--- src/rtl/core/lkvc_pkg.sv ---
// Shared types and constants for the LRU key-value cache core.
// No dependencies; used by lkvc_cell and lru_key_value_cache_core.
package lkvc_pkg;

  // Update applied by every cell in the update cycle
  typedef enum logic [1:0] {
    MODE_IDLE  = 2'd0,  // no change (get miss or no item)
    MODE_HIT   = 2'd1,  // key found: touch matching cell
    MODE_EVICT = 2'd2,  // new key, cache full: replace least recent
    MODE_FILL  = 2'd3   // new key, free slot: fill lowest free cell
  } mode_t;

  typedef enum logic {
    ST_IDLE = 1'b0,
    ST_EXEC = 1'b1
  } state_t;

  // Control broadcast from the sequencer to the cell row
  typedef struct packed {
    logic  load;    // item accepted: latch key match
    mode_t mode;    // update kind
    logic  is_put;  // overwrite data on hit
  } cell_ctl_t;

  localparam logic       CMD_GET    = 1'b0;
  localparam logic       CMD_PUT    = 1'b1;
  localparam logic [31:0] MISS_VALUE = 32'hFFFF_FFFF;
  localparam logic [4:0] CAP_RESET  = 5'd16;

endpackage

--- src/rtl/core/lkvc_cell.sv ---
// One cache entry: valid, key, data, recency rank and a latched key match.
// Depends on lkvc_pkg; chained left to right by lru_key_value_cache_core.
module lkvc_cell #(
  parameter int RW = 4
) (
  input  logic                clk,
  input  logic                rst_n,
  input  lkvc_pkg::cell_ctl_t ctl,
  input  logic [31:0]         lookup_key,
  input  logic [31:0]         wr_key,
  input  logic [31:0]         wr_value,
  input  logic [RW-1:0]       touch_rank,
  input  logic                hit_i,
  input  logic [31:0]         data_i,
  input  logic [RW-1:0]       rank_i,
  input  logic                free_i,
  output logic                hit_o,
  output logic [31:0]         data_o,
  output logic [RW-1:0]       rank_o,
  output logic                free_o
);

  logic          valid_r, valid_nxt;
  logic [31:0]   key_r, key_nxt;
  logic [31:0]   data_r, data_nxt;
  logic [RW-1:0] rank_r, rank_nxt;
  logic          match_r, match_nxt;

  // Chain: pass hit data/rank along, note whether a free cell was seen
  assign hit_o  = hit_i | match_r;
  assign data_o = data_i | (match_r ? data_r : '0);
  assign rank_o = rank_i | (match_r ? rank_r : '0);
  assign free_o = free_i | ~valid_r;

  // Entry update
  always_comb begin
    valid_nxt = valid_r;
    key_nxt   = key_r;
    data_nxt  = data_r;
    rank_nxt  = rank_r;
    match_nxt = match_r;
    if (ctl.load) begin
      match_nxt = valid_r && (key_r == lookup_key);
    end
    case (ctl.mode)
      lkvc_pkg::MODE_HIT: begin
        if (match_r) begin
          rank_nxt = '0;
          if (ctl.is_put) begin
            data_nxt = wr_value;
          end
        end else if (valid_r && (rank_r < touch_rank)) begin
          rank_nxt = rank_r + RW'(1);
        end
      end
      lkvc_pkg::MODE_EVICT: begin
        if (valid_r && (rank_r == touch_rank)) begin
          key_nxt  = wr_key;
          data_nxt = wr_value;
          rank_nxt = '0;
        end else if (valid_r && (rank_r < touch_rank)) begin
          rank_nxt = rank_r + RW'(1);
        end
      end
      lkvc_pkg::MODE_FILL: begin
        if (!valid_r && !free_i) begin
          valid_nxt = 1'b1;
          key_nxt   = wr_key;
          data_nxt  = wr_value;
          rank_nxt  = '0;
        end else if (valid_r) begin
          rank_nxt = rank_r + RW'(1);
        end
      end
      default: begin
      end
    endcase
  end

  always_ff @(posedge clk) begin
    if (!rst_n) begin
      valid_r <= 1'b0;
      rank_r  <= '0;
      match_r <= 1'b0;
    end else begin
      valid_r <= valid_nxt;
      rank_r  <= rank_nxt;
      match_r <= match_nxt;
    end
  end

  always_ff @(posedge clk) begin
    key_r  <= key_nxt;
    data_r <= data_nxt;
  end

endmodule

--- src/rtl/core/lru_key_value_cache_core.sv ---
// Top level of the fully associative LRU key-value cache: sequencer,
// APB capacity register and a row of lkvc_cell. Depends on lkvc_pkg.
//
// Usage:
//   Input channel: an item (in_cmd, in_key, in_value) is taken at a clock
//   edge with start high and busy low. cmd get looks a key up, cmd put
//   inserts or updates it.
//   Result channel: each get gives one item on out_hit/out_read_value with
//   out_strobe high for exactly one cycle; a put gives none. On a miss
//   out_read_value is all ones. The receiver cannot stall the block.
//   Timing: no item is taken while busy. At the accept edge every cell compares
//   in_key against its entry; in the next cycle (busy high) the match ripples
//   through the cell row, ranks and entries update, and the result register
//   loads, so out_strobe rises the cycle after busy. A new item may be
//   accepted while that result is on the ports.
//   Configuration: capacity at byte address 0 of the APB port, written only
//   while idle; 0 acts as 1, above ENTRIES acts as ENTRIES. Reset value 16.
//   Reset (rst_n low, synchronous): all entries invalid, ranks and occupancy
//   zero, capacity 16, no result pending.
module lru_key_value_cache_core #(
  parameter int ENTRIES = 16
) (
  input  logic        clk,
  input  logic        rst_n,
  input  logic        start,
  output logic        busy,
  input  logic        in_cmd,
  input  logic [31:0] in_key,
  input  logic [31:0] in_value,
  output logic        out_strobe,
  output logic        out_hit,
  output logic [31:0] out_read_value,
  input  logic        psel,
  input  logic        penable,
  input  logic        pwrite,
  input  logic [2:0]  paddr,
  input  logic [31:0] pwdata,
  output logic [31:0] prdata,
  output logic        pready
);

  localparam int RW   = (ENTRIES > 1) ? $clog2(ENTRIES) : 1;
  localparam int OW   = $clog2(ENTRIES + 1);
  localparam int CMPW = (OW > 5) ? OW : 5;

  lkvc_pkg::state_t    state_r, state_nxt;
  logic                cmd_r;
  logic [31:0]         key_r, value_r;
  logic [OW-1:0]       occ_r, occ_nxt;
  logic [4:0]          cap_r;
  logic                out_strobe_r, out_strobe_nxt;
  logic                out_hit_r, out_hit_nxt;
  logic [31:0]         out_value_r, out_value_nxt;
  logic                accept;
  lkvc_pkg::cell_ctl_t ctl;
  logic [RW-1:0]       touch_rank;
  logic [CMPW-1:0]     eff_cap;

  // Cell row chain wires
  logic                hit_c  [ENTRIES+1];
  logic [31:0]         data_c [ENTRIES+1];
  logic [RW-1:0]       rank_c [ENTRIES+1];
  logic                free_c [ENTRIES+1];

  assign accept = start && (state_r == lkvc_pkg::ST_IDLE);
  assign busy   = (state_r == lkvc_pkg::ST_EXEC);

  // APB capacity register
  assign pready = 1'b1;
  assign prdata = (paddr[2] == 1'b0) ? {27'd0, cap_r} : 32'd0;

  always_ff @(posedge clk) begin
    if (!rst_n) begin
      cap_r <= lkvc_pkg::CAP_RESET;
    end else if (psel && penable && pwrite && (paddr[2] == 1'b0)) begin
      cap_r <= pwdata[4:0];
    end
  end

  // Effective capacity, clamped to 1..ENTRIES
  always_comb begin
    if (cap_r == 5'd0) begin
      eff_cap = CMPW'(1);
    end else if (CMPW'(cap_r) > CMPW'(ENTRIES)) begin
      eff_cap = CMPW'(ENTRIES);
    end else begin
      eff_cap = CMPW'(cap_r);
    end
  end

  // Item hold registers
  always_ff @(posedge clk) begin
    if (accept) begin
      cmd_r   <= in_cmd;
      key_r   <= in_key;
      value_r <= in_value;
    end
  end

  // Sequencer: next state, cell update mode, result
  always_comb begin
    state_nxt      = state_r;
    occ_nxt        = occ_r;
    out_strobe_nxt = 1'b0;
    out_hit_nxt    = out_hit_r;
    out_value_nxt  = out_value_r;
    ctl.load       = accept;
    ctl.mode       = lkvc_pkg::MODE_IDLE;
    ctl.is_put     = (cmd_r == lkvc_pkg::CMD_PUT);
    touch_rank     = rank_c[ENTRIES];
    case (state_r)
      lkvc_pkg::ST_IDLE: begin
        if (accept) begin
          state_nxt = lkvc_pkg::ST_EXEC;
        end
      end
      lkvc_pkg::ST_EXEC: begin
        state_nxt = lkvc_pkg::ST_IDLE;
        if (hit_c[ENTRIES]) begin
          ctl.mode = lkvc_pkg::MODE_HIT;
        end else if (cmd_r == lkvc_pkg::CMD_PUT) begin
          if (CMPW'(occ_r) >= eff_cap) begin
            ctl.mode   = lkvc_pkg::MODE_EVICT;
            touch_rank = RW'(occ_r - OW'(1));
          end else begin
            ctl.mode = lkvc_pkg::MODE_FILL;
            occ_nxt  = occ_r + OW'(1);
          end
        end
        if (cmd_r == lkvc_pkg::CMD_GET) begin
          out_strobe_nxt = 1'b1;
          out_hit_nxt    = hit_c[ENTRIES];
          out_value_nxt  = hit_c[ENTRIES] ? data_c[ENTRIES] : lkvc_pkg::MISS_VALUE;
        end
      end
      default: begin
        state_nxt = lkvc_pkg::ST_IDLE;
      end
    endcase
  end

  always_ff @(posedge clk) begin
    if (!rst_n) begin
      state_r      <= lkvc_pkg::ST_IDLE;
      occ_r        <= '0;
      out_strobe_r <= 1'b0;
    end else begin
      state_r      <= state_nxt;
      occ_r        <= occ_nxt;
      out_strobe_r <= out_strobe_nxt;
    end
  end

  always_ff @(posedge clk) begin
    out_hit_r   <= out_hit_nxt;
    out_value_r <= out_value_nxt;
  end

  assign out_strobe     = out_strobe_r;
  assign out_hit        = out_hit_r;
  assign out_read_value = out_value_r;

  // Cell row
  assign hit_c[0]  = 1'b0;
  assign data_c[0] = '0;
  assign rank_c[0] = '0;
  assign free_c[0] = 1'b0;

  for (genvar i = 0; i < ENTRIES; i++) begin : g_cell
    lkvc_cell #(
      .RW (RW)
    ) u_cell (
      .clk        (clk),
      .rst_n      (rst_n),
      .ctl        (ctl),
      .lookup_key (in_key),
      .wr_key     (key_r),
      .wr_value   (value_r),
      .touch_rank (touch_rank),
      .hit_i      (hit_c[i]),
      .data_i     (data_c[i]),
      .rank_i     (rank_c[i]),
      .free_i     (free_c[i]),
      .hit_o      (hit_c[i+1]),
      .data_o     (data_c[i+1]),
      .rank_o     (rank_c[i+1]),
      .free_o     (free_c[i+1])
    );
  end

endmodule

--- config.mk ---
export PLATFORM = sky130hd
export DESIGN_NAME = lru_key_value_cache_core
export DESIGN_NICKNAME = d
export VERILOG_FILES = /design/src/rtl/core/lkvc_pkg.sv /design/src/rtl/core/lkvc_cell.sv /design/src/rtl/core/lru_key_value_cache_core.sv
export SDC_FILE = /design/constraint.sdc
export NUM_CORES = 2
export LEC_CHECK = 0
export ABC_AREA = 1
export BUFFER_PORTS_ARGS = -buffer_cell sky130_fd_sc_hd__clkbuf_2
export CAP_MARGIN = 30
export CORE_ASPECT_RATIO = 0.7
export CORE_MARGIN = 4
export CORE_UTILIZATION = 48
export DETAILED_ROUTE_END_ITERATION = 8
export PLACE_DENSITY = 0.7
export SYNTH_ARGS = -nofsm -noshare
export SYNTH_HDL_FRONTEND = slang
export SYNTH_SLANG_ARGS = --single-unit
--- constraint.sdc ---
create_clock -name clk -period 6.5 [get_ports clk]
set_input_delay 0.65 -clock clk [delete_from_list [all_inputs] [get_ports clk]]
set_output_delay 0.65 -clock clk [all_outputs]
set_load 0.05 [all_outputs]
==> reports/results.txt <==
The flow ran to the end, and the final reports show no timing, DRC or antenna violations. After layout, the design draws a total of 16.5 mW. The pin slew with the least headroom to its limit works out to 1.09 ns. The slowest stage cell on the critical path is sky130_fd_sc_hd__nor2_4. The capturing instance or port of the critical path is g_cell[7].u_cell.key_r[30]$_DFFE_PP_. After synthesis, the cell types taking the most area are sky130_fd_sc_hd__edfxtp_1 (64%), sky130_fd_sc_hd__nand2_1 (4.8%), sky130_fd_sc_hd__dfxtp_1 (4.1%).

The critical path goes through inv_1, nand4_1, nand2_1, nand2_1, ha_1, a21oi_1, o21a_1, nand3_1, inv_1, nor2_4, inv_4, nor2_1, nor2_1, buf_4, ha_1, nand3_1, o21ai_1, nand2_1, nor2_4, buf_4. The floorplan step defined a die boundary enclosing 115,000 µm². In this run, the number of DRC markers left after iteration 0 of detailed routing was 4,016. Reported net switching power: 3.77 mW. In this run the remaining antenna-violating nets after routing total 0.

For this design, the sink count on the clock tree is 1,230. The wire length of the first global-routing pass is 209,000 µm, and the number of buffers and inverters on the critical path is 5. In the synthesized netlist, the cells that appear most often are sky130_fd_sc_hd__edfxtp_1 (1,122), sky130_fd_sc_hd__nand2_1 (674), sky130_fd_sc_hd__xnor2_1 (218). In this run, the combinational gates consume 5.3% of the power.

The total overflow left after global routing is 0. The number of synthesized register bits came out at 1,230. The library cell occupying the most area in the post-synthesis netlist is sky130_fd_sc_hd__edfxtp_1. The detailed router placed 34,200 vias in this run. Sequential elements use 68.3% of the synthesized area. Count of boundary I/O pins: 174. The critical path crosses 20 cells after its start point. After detailed placement, the total cell area comes to 55,200 µm². Entering global routing, the biggest net connects 72 pins. Clock skew on the completed layout was measured at 0.0718 ns. The number of antenna violations at the first check in global routing is 4. The worst setup path is of the reg2reg kind. On the final layout, the worst hold slack is 0.0889 ns. The post-route non-filler standard cell count was 5,818; the maximum fanout encountered on the critical timing path was 17. The height of the die was 285 µm. The synthesized netlist occupies a cell area of 52,500 µm². Among the stages of the critical path, the cell type that occurs most often is sky130_fd_sc_hd__nand2_1. The area share of the leading cell type in the synthesized netlist is 64.1%, and the proportion of power drawn by flip-flops and latches is 55.3%. Worst min-delay path category: in2reg. For the maximum ir drop on the vdd rail, the log shows 0.000249 V. Counting every instance in the synthesized netlist gives 4,138. Subtracting the final worst setup slack from the clock period gives 5.17 ns. Setup repair after global routing left no endpoint under its margin. For this run, the share of the core covered by cells in the final layout is 54.2%. Once placement completed, the tool counted placed cells totaling 5,604.

The longest clock path from root to sink contains 3 buffers. The critical path starts at cap_r[1]$_SDFFE_PN0P_. The most used flip-flop cell after synthesis is sky130_fd_sc_hd__edfxtp_1. The critical path required time is 6.91 ns. In this run the critical register-to-register path is launched from cap_r[1]$_SDFFE_PN0P_. Once the clock tree was built, the setup fixing pass inserted 0 buffers.

For this run, asynchronously set or reset flops after synthesis account for 0%. The number of antenna diodes in the final layout is 0. The number of enable flip-flop cells after synthesis was 1,122. The tools report the leakage power of the design as 19.9 nW. In this run the critical register-to-register path is captured at g_cell[7].u_cell.key_r[30]$_DFFE_PP_.

The internal power is 12.7 mW. For the number of hold violations in the final report, the log shows 0. After detailed routing, the number of remaining DRC violations is 0.

The clock network is responsible for 39.4% of the overall power. Family with the most delay on the worst path: simple AND/OR/NAND/NOR gates. Setup violations remaining at the end of the flow were counted as 0.

The initial core utilization came out at 48.4%. The detailed-routing iteration count for the pre-antenna-repair pass is 6, and the number of buffers created by CTS is 113. Derived from the worst setup path, the maximum achievable clock frequency is 0.193 GHz. At the end of routability-driven placement, the weighted congestion stood at 0.918.

The logs give 3 for the maximum level of the CTS H-tree and 8,665 for the final-layout fill cell count. From left edge to right edge, the die measures 403 µm. Dividing the detail-routed via count by the number of cells gives 5.87. The tools report the count of pins over their slew limit as 0. Clock tree synthesis selected as its root buffer the cell sky130_fd_sc_hd__clkbuf_16. For flop-to-flop paths, the worst setup slack is 1.33 ns.

The layout cell share with drive strength beyond 1 is 14.1%. The via count of the first global-routing pass is 31,800. sky130_fd_sc_hd__edfxtp_1 is the most common cell in the netlist. Data on the critical path arrives at its endpoint at 5.59 ns. The standard cell core area is 109,000 µm², and the count of standard-cell rows is 101. Once layout is done, the placed cells without fillers occupy 58,800 µm². In the post-route analysis, the smallest setup slack over all paths is 1.33 ns. STA classifies the critical path endpoint as a flip-flop. For the total length of routed wires, the log shows 143,000 µm. TritonCTS built the clock tree. Net switching is 22.9% of the power. The depth of the worst register-to-register path is 20, and the number of max-cap violations is 0.

The worst pin sits at a relative slew slack of 26.8%. The number of resized instances in the post-cts repair step was 0; the number of warnings printed during yosys synthesis was 0. Buffers placed on the I/O ports in this run total 116.

The clock-pin slew on the worst setup and hold paths is 0.06 ns. The routed length per placed instance came out at 24.6 µm. The average cell area after synthesis was 12.7 µm²; the power density over the cells was 280 nW/µm².

Placed wire-length estimate after detailed placement: 86,800 µm. Hold repair after CTS inserted 0 buffers. The area growth from synthesis to layout is 12.0%. The final critical path takes up 79.6% of the cycle. The sum of negative setup slack was 0 ns; the number of different library cells in the post-synthesis netlist was 57. The net count of the finished layout is 4,474. The clock latency on the worst-skew pair came out at 0.74 ns. Startpoint type of the worst setup path: a flip-flop. The peak per-stage delay on the critical path works out to 0.67 ns.

The logs give 24.6% for the global router's overall resource usage and 1.39 ns for the worst slack at placement.
[final cells by class]
cell class | instances | area (µm²) | area share [%]
multi-input cells | 2532 | 15400 | 26.2
well taps | 1442 | 1800 | 3.07
flip-flops and latches | 1230 | 35900 | 61.0
inverters | 206 | 786 | 1.34
repair buffers | 198 | 1330 | 2.26
clock buffers | 145 | 3000 | 5.10
clock inverters | 65 | 608 | 1.03
[state kept, by name, indices dropped and copies added, names as in the netlist, 5 cells and up]
register	count
g_cell.u_cell.key_r	512
g_cell.u_cell.valid_r	16
key_r	32
value_r	32
g_cell.u_cell.rank_r	64
out_read_value	32
g_cell.u_cell.data_r	512
g_cell.u_cell.match_r	16
occ_r	5
cap_r	5
[how the worst min path moves through the flow]
stage,endpoint,slack (ns),startpoint,cells past startpoint
floorplan,occ_r[4]$_SDFFE_PN0P_,0.43,occ_r[4]$_SDFFE_PN0P_,1
global placement,occ_r[4]$_SDFFE_PN0P_,0.45,occ_r[4]$_SDFFE_PN0P_,1
finish,cmd_r$_DFFE_PP_,0.09,in_cmd,1
detailed placement,occ_r[4]$_SDFFE_PN0P_,0.46,occ_r[4]$_SDFFE_PN0P_,1
global route,cmd_r$_DFFE_PP_,0.06,in_cmd,1
CTS,cmd_r$_DFFE_PP_,0.05,in_cmd,1
[cells in the final DEF (no fill, tap or decap), types with 69 or more instances in the layout]
cell / netlist / layout
sky130_fd_sc_hd__edfxtp_1: 1122 / 1122
sky130_fd_sc_hd__nand2_1: 674 / 673
sky130_fd_sc_hd__xnor2_1: 218 / 218
sky130_fd_sc_hd__nor2_1: 211 / 194
sky130_fd_sc_hd__inv_1: 174 / 173
sky130_fd_sc_hd__nand3_1: 171 / 171
sky130_fd_sc_hd__nand4_1: 149 / 149
sky130_fd_sc_hd__xor2_1: 146 / 146
sky130_fd_sc_hd__or2_2: 131 / 131
sky130_fd_sc_hd__o21ai_0: 129 / 127
sky130_fd_sc_hd__a21oi_1: 118 / 118
sky130_fd_sc_hd__clkbuf_2: 0 / 116
sky130_fd_sc_hd__clkbuf_16: 0 / 113
sky130_fd_sc_hd__dfxtp_1: 108 / 92
sky130_fd_sc_hd__ha_1: 87 / 87
sky130_fd_sc_hd__a22o_1: 70 / 70
sky130_fd_sc_hd__buf_4: 31 / 69
[kinds of logic (layout without fill, tap and decap cells)]
kind of cell             after synthesis  count (layout)  synth area share, %
AO/OA/AOI/OAI                        542             542                 6.83
XOR/XNOR                             364             364                 6.07
adder cells (fa/ha/maj)               87              87                 2.07
buffers and inverters                402             614                 3.23
flip-flops                          1230            1230                 68.3
multiplexers                           1               1               0.0191
other                                  2              28               0.0143
AND/OR/NAND/NOR                     1510            1510                 13.5
[layer usage]
layer | part of all wire (%) | wire, µm | global-route usage [%] | vias up
li1 | - | - | - | 15300
met5 | 0.0077 | 11 | 0 | -
met2 | 43 | 61100 | 35.1 | 1761
met3 | 12 | 17000 | 6.47 | 256
met1 | 43 | 61600 | 37.4 | 16900
met4 | 2.6 | 3670 | 6.22 | 2
[power by group through the flow]
stage | combinational (mW) | sequential [mW] | clock [mW]
after floorplan | 0.575 | 9.21 | 0
after global placement | 0.825 | 9.28 | 0
after detailed placement | 0.853 | 9.29 | 0
after CTS | 0.856 | 9.12 | 6.57
after global routing | 0.943 | 9.15 | 6.94
final | 0.870 | 9.12 | 6.51
Power figures use the tool's default switching activity.
